--- src/sv/gbpd_pkg.sv ---
// gain, biquad and peak detector: shared types and constants
// no dependencies; imported by every module of the block
`timescale 1ns / 1ps

package gbpd_pkg;

   localparam int GAIN_W     = 16;
   localparam int ENABLE_W   = 2;
   localparam int FF_W       = 54;
   localparam int FB_W       = 36;
   localparam int PEAK_W     = 15;
   localparam int CMD_W      = 2;
   localparam int SAMPLE_W   = 16;
   localparam int CSR_IDX_W  = 3;
   localparam int CSR_DATA_W = 64;
   localparam int COEF_FRAC  = 15;
   localparam int GAIN_FRAC  = 8;

   localparam logic [PEAK_W-1:0] PEAK_MAX   = 15'h7fff;
   localparam logic [GAIN_W-1:0] GAIN_RESET = 16'd256;

   localparam logic [CMD_W-1:0] CMD_SAMPLE = 2'd0;
   localparam logic [CMD_W-1:0] CMD_CLEAR  = 2'd1;
   localparam logic [CMD_W-1:0] CMD_EMPTY  = 2'd2;

   localparam logic [CSR_IDX_W-1:0] REG_GAIN   = 3'd0;
   localparam logic [CSR_IDX_W-1:0] REG_ENABLE = 3'd1;
   localparam logic [CSR_IDX_W-1:0] REG_HP_FF  = 3'd2;
   localparam logic [CSR_IDX_W-1:0] REG_HP_FB  = 3'd3;
   localparam logic [CSR_IDX_W-1:0] REG_LP_FF  = 3'd4;
   localparam logic [CSR_IDX_W-1:0] REG_LP_FB  = 3'd5;

   typedef struct packed {
      logic [GAIN_W-1:0]   gain;
      logic [ENABLE_W-1:0] enable;
      logic [FF_W-1:0]     hp_ff;
      logic [FB_W-1:0]     hp_fb;
      logic [FF_W-1:0]     lp_ff;
      logic [FB_W-1:0]     lp_fb;
   } cfg_type;

   typedef struct packed {
      logic en;
      logic load;
      logic sub;
   } mac_op_type;

endpackage

--- src/sv/gbpd_csr.sv ---
// gain, biquad and peak detector: configuration register file
// depends on gbpd_pkg
`timescale 1ns / 1ps

module gbpd_csr import gbpd_pkg::*; (
   input  logic                  clock,
   input  logic                  reset,
   input  logic                  csr_valid,
   output logic                  csr_ready,
   input  logic [CSR_IDX_W-1:0]  csr_index,
   input  logic [CSR_DATA_W-1:0] csr_wdata,
   output cfg_type               cfg
);

   cfg_type cfg_ff;
   cfg_type cfg_in;

   assign csr_ready = 1'b1;
   assign cfg       = cfg_ff;

   always_comb begin
      cfg_in = cfg_ff;
      if (csr_valid) begin
         case (csr_index)
            REG_GAIN:   cfg_in.gain   = csr_wdata[GAIN_W-1:0];
            REG_ENABLE: cfg_in.enable = csr_wdata[ENABLE_W-1:0];
            REG_HP_FF:  cfg_in.hp_ff  = csr_wdata[FF_W-1:0];
            REG_HP_FB:  cfg_in.hp_fb  = csr_wdata[FB_W-1:0];
            REG_LP_FF:  cfg_in.lp_ff  = csr_wdata[FF_W-1:0];
            REG_LP_FB:  cfg_in.lp_fb  = csr_wdata[FB_W-1:0];
            default:    cfg_in = cfg_ff;
         endcase
      end
   end

   always_ff @(posedge clock) begin
      if (reset) begin
         // gain is the top field, everything else resets to zero
         cfg_ff <= {GAIN_RESET, {($bits(cfg_type) - GAIN_W){1'b0}}};
      end else begin
         cfg_ff <= cfg_in;
      end
   end

endmodule

--- src/sv/gbpd_mac.sv ---
// gain, biquad and peak detector: shared multiply-accumulate unit
// depends on gbpd_pkg
`timescale 1ns / 1ps

module gbpd_mac import gbpd_pkg::*; #(
   parameter int AW       = 16,
   parameter int BW       = 18,
   parameter int ACC_BITS = 36
) (
   input  logic                       clock,
   input  mac_op_type                 op,
   input  logic signed [AW-1:0]       op_a,
   input  logic signed [BW-1:0]       op_b,
   input  logic signed [ACC_BITS-1:0] base,
   output logic signed [ACC_BITS-1:0] acc
);

   logic signed [AW+BW-1:0]    prod;
   logic signed [ACC_BITS-1:0] prod_ext;
   logic signed [ACC_BITS-1:0] term;
   logic signed [ACC_BITS-1:0] start;
   logic signed [ACC_BITS-1:0] acc_ff;
   logic signed [ACC_BITS-1:0] acc_in;

   assign prod     = op_a * op_b;
   assign prod_ext = ACC_BITS'(prod);
   assign term     = op.sub ? -prod_ext : prod_ext;
   assign start    = op.load ? base : acc_ff;
   assign acc_in   = op.en ? start + term : acc_ff;
   assign acc      = acc_ff;

   always_ff @(posedge clock) begin
      acc_ff <= acc_in;
   end

endmodule

--- src/sv/gain_biquad_peak_detector.sv ---
// gain, high-pass and low-pass biquad, block peak detector: top level
// depends on gbpd_pkg, gbpd_csr, gbpd_mac
//
//   channel  dir  handshake              payload
//   req      in   req_valid/req_ready    req_command, req_sample, req_last
//   rsp      out  rsp_valid/rsp_ready    rsp_peak
//   csr      in   csr_valid/csr_ready    csr_index, csr_wdata
//
// a sample word runs the gain, then each enabled filter stage (high-pass before low-pass), then
// the peak update, with its products formed one at a time on the single shared multiplier
// a sample marked last then passes through the emit state, held there while rsp is stalled
// clear acts as the word is accepted; an empty-block report also passes through the emit state
// req_ready is low while a word is in work; csr writes are always taken
// synchronous active-high reset; memories and running peak reset to zero
`timescale 1ns / 1ps

module gain_biquad_peak_detector import gbpd_pkg::*; #(
   parameter int SAMPLE_BITS = 16,
   parameter int COEF_BITS   = 18,
   parameter int MEM_BITS    = 32
) (
   input  logic                       clock,
   input  logic                       reset,
   input  logic                       req_valid,
   output logic                       req_ready,
   input  logic [CMD_W-1:0]           req_command,
   input  logic signed [SAMPLE_W-1:0] req_sample,
   input  logic                       req_last,
   output logic                       rsp_valid,
   input  logic                       rsp_ready,
   output logic [PEAK_W-1:0]          rsp_peak,
   input  logic                       csr_valid,
   output logic                       csr_ready,
   input  logic [CSR_IDX_W-1:0]       csr_index,
   input  logic [CSR_DATA_W-1:0]      csr_wdata
);

   localparam int AW       = (SAMPLE_BITS > SAMPLE_W) ? SAMPLE_BITS : SAMPLE_W;
   localparam int BW       = (COEF_BITS > GAIN_W + 1) ? COEF_BITS : GAIN_W + 1;
   localparam int PW       = AW + BW;
   localparam int ACC_BITS = ((PW > MEM_BITS) ? PW : MEM_BITS) + 2;
   localparam int FF_EXT   = (3 * COEF_BITS > FF_W) ? 3 * COEF_BITS : FF_W;
   localparam int FB_EXT   = (2 * COEF_BITS > FB_W) ? 2 * COEF_BITS : FB_W;
   localparam int MAG_W    = (SAMPLE_BITS + 1 > PEAK_W + 1) ? SAMPLE_BITS + 1 : PEAK_W + 1;

   localparam logic signed [ACC_BITS-1:0] GAIN_ROUND = ACC_BITS'(1 << (GAIN_FRAC - 1));
   localparam logic signed [ACC_BITS-1:0] COEF_ROUND = ACC_BITS'(1 << (COEF_FRAC - 1));

   typedef enum logic [11:0] {
      ST_IDLE  = 12'b000000000001,
      ST_GAIN  = 12'b000000000010,
      ST_XGAIN = 12'b000000000100,
      ST_B0    = 12'b000000001000,
      ST_Y     = 12'b000000010000,
      ST_B1    = 12'b000000100000,
      ST_A1    = 12'b000001000000,
      ST_B2    = 12'b000010000000,
      ST_A2    = 12'b000100000000,
      ST_M2    = 12'b001000000000,
      ST_PEAK  = 12'b010000000000,
      ST_EMIT  = 12'b100000000000
   } state_type;

   function automatic logic signed [SAMPLE_BITS-1:0] sat_smp(
      input logic signed [ACC_BITS-1:0] v
   );
      logic [ACC_BITS-SAMPLE_BITS:0] upper;
      upper = v[ACC_BITS-1:SAMPLE_BITS-1];
      if ((&upper) || !(|upper)) begin
         return v[SAMPLE_BITS-1:0];
      end else if (v[ACC_BITS-1]) begin
         return {1'b1, {(SAMPLE_BITS-1){1'b0}}};
      end else begin
         return {1'b0, {(SAMPLE_BITS-1){1'b1}}};
      end
   endfunction

   function automatic logic signed [MEM_BITS-1:0] sat_mem(
      input logic signed [ACC_BITS-1:0] v
   );
      logic [ACC_BITS-MEM_BITS:0] upper;
      upper = v[ACC_BITS-1:MEM_BITS-1];
      if ((&upper) || !(|upper)) begin
         return v[MEM_BITS-1:0];
      end else if (v[ACC_BITS-1]) begin
         return {1'b1, {(MEM_BITS-1){1'b0}}};
      end else begin
         return {1'b0, {(MEM_BITS-1){1'b1}}};
      end
   endfunction

   cfg_type cfg;

   state_type state_ff, state_in;
   logic                          sel_ff, sel_in;
   logic signed [SAMPLE_W-1:0]    sample_ff, sample_in;
   logic                          last_ff, last_in;
   logic signed [SAMPLE_BITS-1:0] x_ff, x_in;
   logic signed [SAMPLE_BITS-1:0] y_ff, y_in;
   logic [PEAK_W-1:0]             res_ff, res_in;
   logic [PEAK_W-1:0]             peak_ff, peak_in;
   logic signed [MEM_BITS-1:0]    hp_m1_ff, hp_m1_in, hp_m2_ff, hp_m2_in;
   logic signed [MEM_BITS-1:0]    lp_m1_ff, lp_m1_in, lp_m2_ff, lp_m2_in;
   logic                          rsp_valid_ff, rsp_valid_in;
   logic [PEAK_W-1:0]             rsp_peak_ff, rsp_peak_in;

   mac_op_type                 op;
   logic signed [AW-1:0]       op_a;
   logic signed [BW-1:0]       op_b;
   logic signed [ACC_BITS-1:0] base;
   logic signed [ACC_BITS-1:0] acc;
   logic signed [ACC_BITS-1:0] acc_gain_sh;
   logic signed [ACC_BITS-1:0] acc_coef_sh;

   logic [FF_EXT-1:0]           ff_ext;
   logic [FB_EXT-1:0]           fb_ext;
   logic signed [COEF_BITS-1:0] b0, b1, b2, a1, a2;
   logic signed [MEM_BITS-1:0]  m1_cur, m2_cur;

   logic signed [MAG_W-1:0] x_wide;
   logic [MAG_W-1:0]        mag;
   logic [PEAK_W-1:0]       cand;
   logic [PEAK_W-1:0]       new_peak;
   logic                    emit_go;
   logic                    req_fire;

   gbpd_csr u_csr (
      .clock     (clock),
      .reset     (reset),
      .csr_valid (csr_valid),
      .csr_ready (csr_ready),
      .csr_index (csr_index),
      .csr_wdata (csr_wdata),
      .cfg       (cfg)
   );

   gbpd_mac #(
      .AW       (AW),
      .BW       (BW),
      .ACC_BITS (ACC_BITS)
   ) u_mac (
      .clock (clock),
      .op    (op),
      .op_a  (op_a),
      .op_b  (op_b),
      .base  (base),
      .acc   (acc)
   );

   assign req_ready = (state_ff == ST_IDLE);
   assign req_fire  = req_valid && req_ready;
   assign rsp_valid = rsp_valid_ff;
   assign rsp_peak  = rsp_peak_ff;

   // coefficient fields of the stage in work
   assign ff_ext = FF_EXT'(sel_ff ? cfg.lp_ff : cfg.hp_ff);
   assign fb_ext = FB_EXT'(sel_ff ? cfg.lp_fb : cfg.hp_fb);
   assign b0     = ff_ext[0 +: COEF_BITS];
   assign b1     = ff_ext[COEF_BITS +: COEF_BITS];
   assign b2     = ff_ext[2*COEF_BITS +: COEF_BITS];
   assign a1     = fb_ext[0 +: COEF_BITS];
   assign a2     = fb_ext[COEF_BITS +: COEF_BITS];
   assign m1_cur = sel_ff ? lp_m1_ff : hp_m1_ff;
   assign m2_cur = sel_ff ? lp_m2_ff : hp_m2_ff;

   assign acc_gain_sh = acc >>> GAIN_FRAC;
   assign acc_coef_sh = acc >>> COEF_FRAC;

   assign x_wide   = MAG_W'(x_ff);
   assign mag      = x_wide[MAG_W-1] ? MAG_W'(-x_wide) : MAG_W'(x_wide);
   assign cand     = (mag > MAG_W'(PEAK_MAX)) ? PEAK_MAX : mag[PEAK_W-1:0];
   assign new_peak = (cand > peak_ff) ? cand : peak_ff;

   assign emit_go = (state_ff == ST_EMIT) && (!rsp_valid_ff || rsp_ready);

   // operand select for the shared unit
   always_comb begin
      op   = '0;
      op_a = '0;
      op_b = '0;
      base = '0;
      case (state_ff)
         ST_GAIN: begin
            op.en   = 1'b1;
            op.load = 1'b1;
            op_a    = AW'(sample_ff);
            op_b    = BW'({1'b0, cfg.gain});
            base    = GAIN_ROUND;
         end
         ST_B0: begin
            op.en   = 1'b1;
            op.load = 1'b1;
            op_a    = AW'(x_ff);
            op_b    = BW'(b0);
            base    = ACC_BITS'(m1_cur) + COEF_ROUND;
         end
         ST_B1: begin
            op.en   = 1'b1;
            op.load = 1'b1;
            op_a    = AW'(x_ff);
            op_b    = BW'(b1);
            base    = ACC_BITS'(m2_cur);
         end
         ST_A1: begin
            op.en  = 1'b1;
            op.sub = 1'b1;
            op_a   = AW'(y_ff);
            op_b   = BW'(a1);
         end
         ST_B2: begin
            op.en   = 1'b1;
            op.load = 1'b1;
            op_a    = AW'(x_ff);
            op_b    = BW'(b2);
         end
         ST_A2: begin
            op.en  = 1'b1;
            op.sub = 1'b1;
            op_a   = AW'(y_ff);
            op_b   = BW'(a2);
         end
         default: begin
            op = '0;
         end
      endcase
   end

   // sequencer
   always_comb begin
      state_in     = state_ff;
      sel_in       = sel_ff;
      sample_in    = sample_ff;
      last_in      = last_ff;
      x_in         = x_ff;
      y_in         = y_ff;
      res_in       = res_ff;
      peak_in      = peak_ff;
      hp_m1_in     = hp_m1_ff;
      hp_m2_in     = hp_m2_ff;
      lp_m1_in     = lp_m1_ff;
      lp_m2_in     = lp_m2_ff;
      rsp_valid_in = rsp_ready ? 1'b0 : rsp_valid_ff;
      rsp_peak_in  = rsp_peak_ff;
      case (state_ff)
         ST_IDLE: begin
            if (req_fire) begin
               case (req_command)
                  CMD_SAMPLE: begin
                     sample_in = req_sample;
                     last_in   = req_last;
                     state_in  = ST_GAIN;
                  end
                  CMD_CLEAR: begin
                     hp_m1_in = '0;
                     hp_m2_in = '0;
                     lp_m1_in = '0;
                     lp_m2_in = '0;
                  end
                  CMD_EMPTY: begin
                     res_in   = '0;
                     peak_in  = '0;
                     state_in = ST_EMIT;
                  end
                  default: begin
                     state_in = ST_IDLE;
                  end
               endcase
            end
         end
         ST_GAIN: begin
            state_in = ST_XGAIN;
         end
         ST_XGAIN: begin
            x_in = sat_smp(acc_gain_sh);
            if (cfg.enable[0]) begin
               sel_in   = 1'b0;
               state_in = ST_B0;
            end else if (cfg.enable[1]) begin
               sel_in   = 1'b1;
               state_in = ST_B0;
            end else begin
               state_in = ST_PEAK;
            end
         end
         ST_B0: begin
            state_in = ST_Y;
         end
         ST_Y: begin
            y_in     = sat_smp(acc_coef_sh);
            state_in = ST_B1;
         end
         ST_B1: begin
            state_in = ST_A1;
         end
         ST_A1: begin
            state_in = ST_B2;
         end
         ST_B2: begin
            if (sel_ff) begin
               lp_m1_in = sat_mem(acc);
            end else begin
               hp_m1_in = sat_mem(acc);
            end
            state_in = ST_A2;
         end
         ST_A2: begin
            state_in = ST_M2;
         end
         ST_M2: begin
            if (sel_ff) begin
               lp_m2_in = sat_mem(acc);
            end else begin
               hp_m2_in = sat_mem(acc);
            end
            x_in = y_ff;
            if (!sel_ff && cfg.enable[1]) begin
               sel_in   = 1'b1;
               state_in = ST_B0;
            end else begin
               state_in = ST_PEAK;
            end
         end
         ST_PEAK: begin
            if (last_ff) begin
               res_in   = new_peak;
               peak_in  = '0;
               state_in = ST_EMIT;
            end else begin
               peak_in  = new_peak;
               state_in = ST_IDLE;
            end
         end
         ST_EMIT: begin
            if (emit_go) begin
               rsp_valid_in = 1'b1;
               rsp_peak_in  = res_ff;
               state_in     = ST_IDLE;
            end
         end
         default: begin
            state_in = ST_IDLE;
         end
      endcase
   end

   always_ff @(posedge clock) begin
      if (reset) begin
         state_ff     <= ST_IDLE;
         rsp_valid_ff <= 1'b0;
         peak_ff      <= '0;
         hp_m1_ff     <= '0;
         hp_m2_ff     <= '0;
         lp_m1_ff     <= '0;
         lp_m2_ff     <= '0;
      end else begin
         state_ff     <= state_in;
         rsp_valid_ff <= rsp_valid_in;
         peak_ff      <= peak_in;
         hp_m1_ff     <= hp_m1_in;
         hp_m2_ff     <= hp_m2_in;
         lp_m1_ff     <= lp_m1_in;
         lp_m2_ff     <= lp_m2_in;
      end
   end

   always_ff @(posedge clock) begin
      sel_ff      <= sel_in;
      sample_ff   <= sample_in;
      last_ff     <= last_in;
      x_ff        <= x_in;
      y_ff        <= y_in;
      res_ff      <= res_in;
      rsp_peak_ff <= rsp_peak_in;
   end

`ifndef NO_ASSERTIONS
   a_clear_zeroes_mems : assert property (@(posedge clock) disable iff (reset)
      (req_fire && req_command == CMD_CLEAR) |=>
         (hp_m1_ff == '0 && hp_m2_ff == '0 && lp_m1_ff == '0 && lp_m2_ff == '0))
      else $error("filter memories not cleared by clear command");

   a_empty_goes_emit : assert property (@(posedge clock) disable iff (reset)
      (req_fire && req_command == CMD_EMPTY) |=> (state_ff == ST_EMIT && res_ff == '0))
      else $error("empty-block report did not queue a zero peak");

   a_peak_cleared_on_emit : assert property (@(posedge clock) disable iff (reset)
      (state_ff == ST_EMIT) |-> (peak_ff == '0))
      else $error("running peak not cleared at end of block");

   a_emit_loads_rsp : assert property (@(posedge clock) disable iff (reset)
      emit_go |=> (rsp_valid_ff && rsp_peak_ff == $past(res_ff)))
      else $error("result word not loaded into output register");
`endif

endmodule

--- config.mk ---
export PLATFORM = sky130hd
export DESIGN_NAME = gain_biquad_peak_detector
export DESIGN_NICKNAME = d
export VERILOG_FILES = /design/src/sv/gbpd_pkg.sv /design/src/sv/gbpd_csr.sv /design/src/sv/gbpd_mac.sv /design/src/sv/gain_biquad_peak_detector.sv
export SDC_FILE = /design/constraint.sdc
export NUM_CORES = 2
export LEC_CHECK = 0
export CAP_MARGIN = 20
export CORE_MARGIN = 8
export CORE_UTILIZATION = 46
export CTS_CLUSTER_DIAMETER = 120
export DETAILED_ROUTE_END_ITERATION = 16
export DONT_BUFFER_PORTS = 1
export REMOVE_ABC_BUFFERS = 1
export SLEW_MARGIN = 20
export SYNTH_ARGS = -nofsm -noshare
export SYNTH_HDL_FRONTEND = slang
export SYNTH_SLANG_ARGS = --single-unit
--- constraint.sdc ---
create_clock -name clock -period 14.4 [get_ports clock]
set_clock_uncertainty 0.15 [all_clocks]
set_input_delay 3.6 -clock clock [delete_from_list [all_inputs] [get_ports clock]]
set_output_delay 3.6 -clock clock [all_outputs]
set_load 0.05 [all_outputs]
# After elaboration in Yosys (flattened, before gate mapping)
# Index checks and enable logic that the tools add are counted.
# op_classes
magnitude_cmp,2
add_sub_neg,4
n_mul,1
mux,50
eq_ne,31
reduce_logical,44
# op_table
operator,n
$mux W32,8
$pmux W32 S2,4
$pmux W12 S12,1
$mux W36,3
$pmux W18 S6,1
$pmux W36 S3,1
$mux W15,6
$pmux W15 S2,2
$mux W54,1
$mux W16,3
$pmux W16 S3,1
$add A36 B36 Y36,1
$mux W12,3
$neg A34 Y36,1
$pmux W12 S3,1
$mul A16 B18 Y34,1
$add A32 B16 Y33 const B,1
$mux W11,3
$pmux W16 S2,1
$reduce_and A4 Y1,5
$gt A17 B15 Y1 const B,1
$mux W17,1
$neg A16 Y17,1
$ne A2 B2 Y1 const B,8
39 further kinds,73
# word_totals
wordCells,153
regBits,470
output_inout_bits,18

# Longest topological paths before layout
# logic_depth
word_depth,8
depth_mapped,48
mapped_depth_nobuf,42

# By module
# From an unflattened synthesis, not the netlist that was laid out.
# hier_totals
cells_unflattened,3865
hier_area_um2,35881.9
# by_module_without_submodules
mod,n_inst,area_per_inst_um2,cells_each
gbpd_mac,1,15250.9,1708
gain_biquad_peak_detector,1,12776.0,1448
gbpd_csr,1,7855.0,709

# Worst setup path after synthesis
# OpenSTA, ideal clock, no wires.
# synth_timing
path_type,register to register
from,register sel_ff
to,"register u_mac.acc_ff[35], in the netlist u_mac.acc[35], data pin"
synth_period_minus_slack_ps,11305
stages_incl_launch_ff,42
setup_ps,268
slack_ps,3095
required_time_ps,13982
n_path_buf,7
arrival_ps,10887
cell_sequence,edfxtp_1 > buf_2 > buf_1 > clkbuf_1 > buf_1 > buf_2 > mux2i_1 > nor2_1 > nor3_1 > clkbuf_1 > nor2_1 > fa_1 > inv_1 > fa_1 > fa_1 > inv_1 > ha_1 > fa_1 > [... 6 more ...] > or3_1 > o221a_1 > o21a_1 > a2111oi_4 > or4b_4 > nor4b_4 > and2_4 > a21oi_1 > xor2_1 > ha_1 > and4_1 > nand4_1 > or3b_2 > a311oi_1 > a31o_2 > a21o_1 > a21oi_1 > xnor3_1
# synth_via
elab_chain_cells,6
word_cells_on_any_way,12
classes_between,add/sub (3); mul (1); mux (8)
# synth_rtl
element,line,source
from (decl),gain_biquad_peak_detector.sv:95,"logic sel_ff, sel_in;"
from (signal assigned),gain_biquad_peak_detector.sv:367,sel_ff <= sel_in;
$mux W36 / $mux W54 (equally long branches),"gain_biquad_peak_detector.sv:157, gain_biquad_peak_detector.sv:156",
$pmux W18 S6,gain_biquad_peak_detector.sv:182,case (state_ff)
$mul A16 B18 Y34,gbpd_mac.sv:25,assign prod = op_a * op_b;
$neg A34 Y36,gbpd_mac.sv:27,assign term = op.sub ? -prod_ext : prod_ext;
$mux W36,gbpd_mac.sv:27,
$add A36 B36 Y36 *,gbpd_mac.sv:29,assign acc_in = op.en ? start + term : acc_ff;
to (signal assigned),gbpd_mac.sv:33,acc_ff <= acc_in;
to (decl),gbpd_mac.sv:22,logic signed [ACC_BITS-1:0] acc_ff;
# Every way passes the cells marked *; elsewhere a longest branch is shown, timed or not.
# A chain may end at the register's enable or synchronous reset.

# Worst setup path after layout
# layout_timing
from,register state_ff[11]
to,"register u_mac.acc_ff[35], in the netlist u_mac.acc[35], data pin"
# layout_via
elab_chain_cells,7
word_cells_on_any_way,19
classes_between,add/sub (2); mul (1); eq/ne (6); mux (7); reduce/logical (3)
# layout_rtl
element,line,source
from (decl),gain_biquad_peak_detector.sv:94,"state_type state_ff, state_in;"
from (signal assigned),gain_biquad_peak_detector.sv:356,state_ff <= state_in;
"$eq A12 B8 Y1, or another cell as far along",gain_biquad_peak_detector.sv:182,
$reduce_or A3 Y1 (no source line) / $reduce_or A2 Y1 (equally long branches),-,
$pmux W16 S3,gain_biquad_peak_detector.sv:182,
$mul A16 B18 Y34,gbpd_mac.sv:25,
$neg A34 Y36,gbpd_mac.sv:27,
$mux W36,gbpd_mac.sv:27,
$add A36 B36 Y36 *,gbpd_mac.sv:29,
# Marks and branches as above.

==> summary.md <==
| Metric | Value |
|---|---|
| Switching power of the nets | `0.650 mW` |
| Synth Cell Area | `34,500 um2` |
| Starting utilization of the core area | `0.464` |
| Num ports | `109` |
| Routed Wire Length | `99.8 mm` |
| Slew of the pin with the lowest slew margin | `1710 ps` |
| Min Clock Period, post-route | `12,780 ps` |
| Largest incremental delay on the critical path | `870 ps` |
| Final net count | `4,553` |
| 1st-iter DRT viols | `2,185` |
| Placed cell count | `4,945` |
| Run status | `finished, violations left` |
| Static leakage power | `14.9 nW` |
| Filler cell count | `7,199` |
| Sequential share of power | `0.472` |
| TritonCTS clock tree | `done` |
| Warnings, synthesis | `0` |
| Number of standard cells in the layout, taps in and fillers out | `5,047` |
| Core footprint | `74,400 um2` |
| Dpl ws | `1860 ps` |
| Vias per cell | `5.63` |
| Sequential element share of the synthesized area | `0.306` |
| Final max-slew violation count | `153` |
| Final core utilization | `0.503` |
| Post-route DRC | `0` |
| CP max stage cell | `sky130_fd_sc_hd__and2_1` |
| Placer Congestion | `0.863` |
| Dominant combinational cell family by area after synthesis | `adder cells` |
| Clock sink total | `470` |
| Most used flip-flop cell after synthesis | `sky130_fd_sc_hd__dfxtp_1` |
| Multiplexer area fraction after synthesis | `0.0456` |
| Routed wire per std cell | `19.8 um` |
| Growth of design area from synthesis to finish | `8.50%` |
| Die footprint | `84,100 um2` |
| Share of final-layout standard cells stronger than drive strength 1 | `0.0571` |
| Endpoints failing hold | `0` |
| Post-Syn Area per Cell | `8.36 um2` |
| Number of different library cells in the post-synthesis netlist | `83` |
| Data arrival time of the critical path | `12,990 ps` |
| Violated checks | `max-slew violations` |
| Normalized max-slew margin | `-0.141` |
| Maximum clock frequency | `78.2 MHz` |
| Areal power density over the cells | `77.8 nW/um2` |
| Worst Setup Slack, final | `1620 ps` |
| TritonCTS Buffers | `53` |
| Share of the clock period used by the worst path after layout | `0.888` |
| Placement Rows | `100` |
| Cell mode on critical path | `sky130_fd_sc_hd__fa_1` |
| Share of synthesized cell area in and, or, nand and nor gates | `0.177` |
| Number of buffers inserted by port buffering | `0` |
| Max_cap viols | `0` |
| Remaining Overflow, GRT | `0` |
| Cts repair resizes | `0` |
| Setup repair bufs after CTS | `0` |
| Final number of setup-violating endpoints | `0` |
| Class of the tightest hold or removal check | `reg2reg` |
| Initial antenna violation count | `1` |
| Clock network latency to the later pin of the worst-skew pair | `610 ps` |
| Cells after Synth | `4,134` |
| Worst-case vdd ir drop | `0.0822 mV` |
| Fraction of synthesis flops using an asynchronous set or reset pin | `0` |
| Type of the worst setup path | `reg2reg` |
| Horizontal die dimension | `290 um` |
| Clock-pin slew on the worst setup and hold paths | `60 ps` |
| Internal | `2.26 mW` |
| Number of global-route vias before repair | `27,800` |
| Number of flops mapped to enable cells by yosys | `116` |
| Largest net degree at the start of global routing | `334` |
| Compound-gate portion of the synthesized area | `0.152` |
| Vertical die dimension | `290 um` |
| Total vias in the final route | `28,400` |
| Buffer cell driving the clock tree root | `sky130_fd_sc_hd__clkbuf_16` |
| Category of the worst setup path launch point | `register` |
| Synthesized-area fraction occupied by adder cells | `0.219` |
| Critical Path RT | `14,610 ps` |
| Number of buffers on the longest clock path | `3` |
| Placed wire-length estimate after detailed placement | `71.4 mm` |
| Number of synthesized register bits | `470` |
| Share of total power in combinational logic | `0.030` |
| Combined global-route utilization of all metal layers | `0.233` |
| Post-CTS Hold Fix Bufs | `0` |
| Switching part of the total power | `0.223` |
| Xor/xnor share of the synthesized area | `0.0326` |
| Global-route wire length before repair | `159 mm` |
| Share of total power in the clock network | `0.498` |
| DRT antenna net count | `0` |
| RSZ-0062 raised after global routing | `false` |
| Total iterations of the first detailed-routing run | `6` |
| Crit. End Element | `register` |
| Level count of the clock H-tree | `2` |
| CP Max Fanout | `21` |
metrics by stage:
| stage | hold WS (ps) | instance area (um2) | total power [mW] | TNS, ps |
|---|---|---|---|---|
| floorplan | 250 | 33700 | 1.46 | -1120 |
| global placement | 252 | 35600 | 1.49 | 0 |
| detailed placement | 255 | 35600 | 1.49 | 0 |
| CTS | 266 | 37500 | 2.94 | 0 |
| global route | 273 | 37500 | 3.00 | 0 |
| finish | 263 | 37500 | 2.91 | 0 |
cell families after synthesis:
kind of cell | Yosys count
flip-flops | 470
other | 1
multiplexers | 155
AND/OR/NAND/NOR | 1467
AO/OA/AOI/OAI | 870
XOR/XNOR | 127
adder cells (fa/ha/maj) | 430
buffers and inverters | 614
area by class of cell:
cell class | count | area (um2) | share of cell area
clock inverters | 25 | 318 | 0.00848
diodes | 1 | 2.50 | 0.0000668
repair buffers | 73 | 586 | 0.0156
clock buffers | 75 | 1570 | 0.0420
well taps | 969 | 1210 | 0.0323
inverters | 384 | 1440 | 0.0385
multi-input cells | 3050 | 21800 | 0.581
flip-flops and latches | 470 | 10600 | 0.282
state kept, by name, indices dropped and copies added, names as in the netlist, 16 cells and up:
name       count
hp_m2_ff      32
x_ff          16
sample_ff     16
lp_m2_ff      32
y_ff          16
hp_m1_ff      32
u_mac.acc     36
u_csr.cfg    198
lp_m1_ff      32
power groups by stage:
| stage | Clock [mW] | Sequential, mW | Combinational [mW] |
|---|---|---|---|
| after floorplan | 0 | 1.40 | 0.0563 |
| after global placement | 0 | 1.40 | 0.0856 |
| after detailed placement | 0 | 1.40 | 0.0867 |
| after CTS | 1.48 | 1.38 | 0.0870 |
| after global routing | 1.52 | 1.38 | 0.0962 |
| final | 1.45 | 1.38 | 0.0878 |
placed cells by master (no fill, tap or decap), types with 10 or more instances in the layout:
| cell | n |
|---|---|
| sky130_fd_sc_hd__or3_1 | 12 |
| sky130_fd_sc_hd__dfxtp_1 | 354 |
| sky130_fd_sc_hd__nand3b_1 | 11 |
| sky130_fd_sc_hd__nor2b_1 | 16 |
| sky130_fd_sc_hd__or2_2 | 14 |
| sky130_fd_sc_hd__a21o_1 | 41 |
| sky130_fd_sc_hd__o221ai_1 | 24 |
| sky130_fd_sc_hd__nor2_1 | 340 |
| sky130_fd_sc_hd__buf_4 | 70 |
| sky130_fd_sc_hd__a31oi_1 | 11 |
| sky130_fd_sc_hd__mux2_2 | 18 |
| sky130_fd_sc_hd__mux2i_1 | 137 |
| sky130_fd_sc_hd__a22o_1 | 11 |
| sky130_fd_sc_hd__nor3_1 | 25 |
| sky130_fd_sc_hd__xnor2_1 | 76 |
| sky130_fd_sc_hd__and3_1 | 18 |
| sky130_fd_sc_hd__fa_1 | 292 |
| sky130_fd_sc_hd__o211ai_1 | 18 |
| sky130_fd_sc_hd__xor2_1 | 50 |
| sky130_fd_sc_hd__and2_1 | 12 |
| sky130_fd_sc_hd__a211oi_1 | 11 |
| sky130_fd_sc_hd__o22ai_1 | 28 |
| sky130_fd_sc_hd__o211a_1 | 10 |
| sky130_fd_sc_hd__nand3_1 | 36 |
| sky130_fd_sc_hd__nor4_1 | 14 |
| sky130_fd_sc_hd__nand4_1 | 13 |
| sky130_fd_sc_hd__inv_1 | 384 |
| sky130_fd_sc_hd__a311oi_1 | 14 |
| sky130_fd_sc_hd__clkbuf_16 | 57 |
| sky130_fd_sc_hd__a21oi_1 | 486 |
| sky130_fd_sc_hd__edfxtp_1 | 116 |
| sky130_fd_sc_hd__nand2_1 | 885 |
| sky130_fd_sc_hd__nand2b_1 | 28 |
| sky130_fd_sc_hd__ha_1 | 138 |
| sky130_fd_sc_hd__clkbuf_1 | 10 |
| sky130_fd_sc_hd__o21a_1 | 33 |
| sky130_fd_sc_hd__a32o_1 | 15 |
| sky130_fd_sc_hd__o21ai_0 | 85 |
per-layer routing:
layer	wire length [um]	global-route usage	part of all wire	up-vias
li1	-	-	-	13500
met1	44700	0.318	0.45	13900
met2	45900	0.382	0.46	845
met3	6970	0.0403	0.070	158
met4	2230	0.0588	0.022	0
met5	0	0	0	-
synth_stat cells (all sizes together) (17+ instances only):
| cell | n | area [um2] |
|---|---|---|
| nand3 | 38 | 203 |
| buf | 23 | 109 |
| nor2 | 343 | 1290 |
| xnor2 | 76 | 666 |
| edfxtp | 116 | 3480 |
| mux2 | 18 | 203 |
| o21ai | 95 | 475 |
| a21o | 41 | 308 |
| o21a | 33 | 248 |
| ha | 138 | 1730 |
| o211ai | 18 | 135 |
| inv | 384 | 1440 |
| nor2b | 17 | 106 |
| fa | 292 | 5850 |
| clkbuf | 207 | 777 |
| a21oi | 490 | 2450 |
| mux2i | 137 | 1370 |
| dfxtp | 354 | 7090 |
| nand2 | 886 | 3330 |
| xor2 | 50 | 438 |
| o22ai | 28 | 175 |
| o221ai | 24 | 210 |
| nand2b | 28 | 175 |
| nor3 | 33 | 165 |
| and3 | 18 | 113 |
worst max-delay path, delay by kind of cell, from the launching register on:
family	cells	cell delay (ps)
AOI/OAI and AO/OA	11	2760
xor gates and xnor gates	2	470
adders and majority gates	8	3600
and+or+nand+nor	11	4590
buffers and inverters	4	560
DFF	1	390
final timing paths:
kind	from	to	slack [ps]	cells past startpoint
setup / recovery	state_ff[11]	u_mac.acc[35]	1620	36
hold / removal	res_ff[13]	rsp_peak[13]	260	0
setup reg to reg	state_ff[11]	u_mac.acc[35]	1620	36
hold reg to reg	res_ff[13]	rsp_peak[13]	260	0
(Power assumes the default switching activity.)
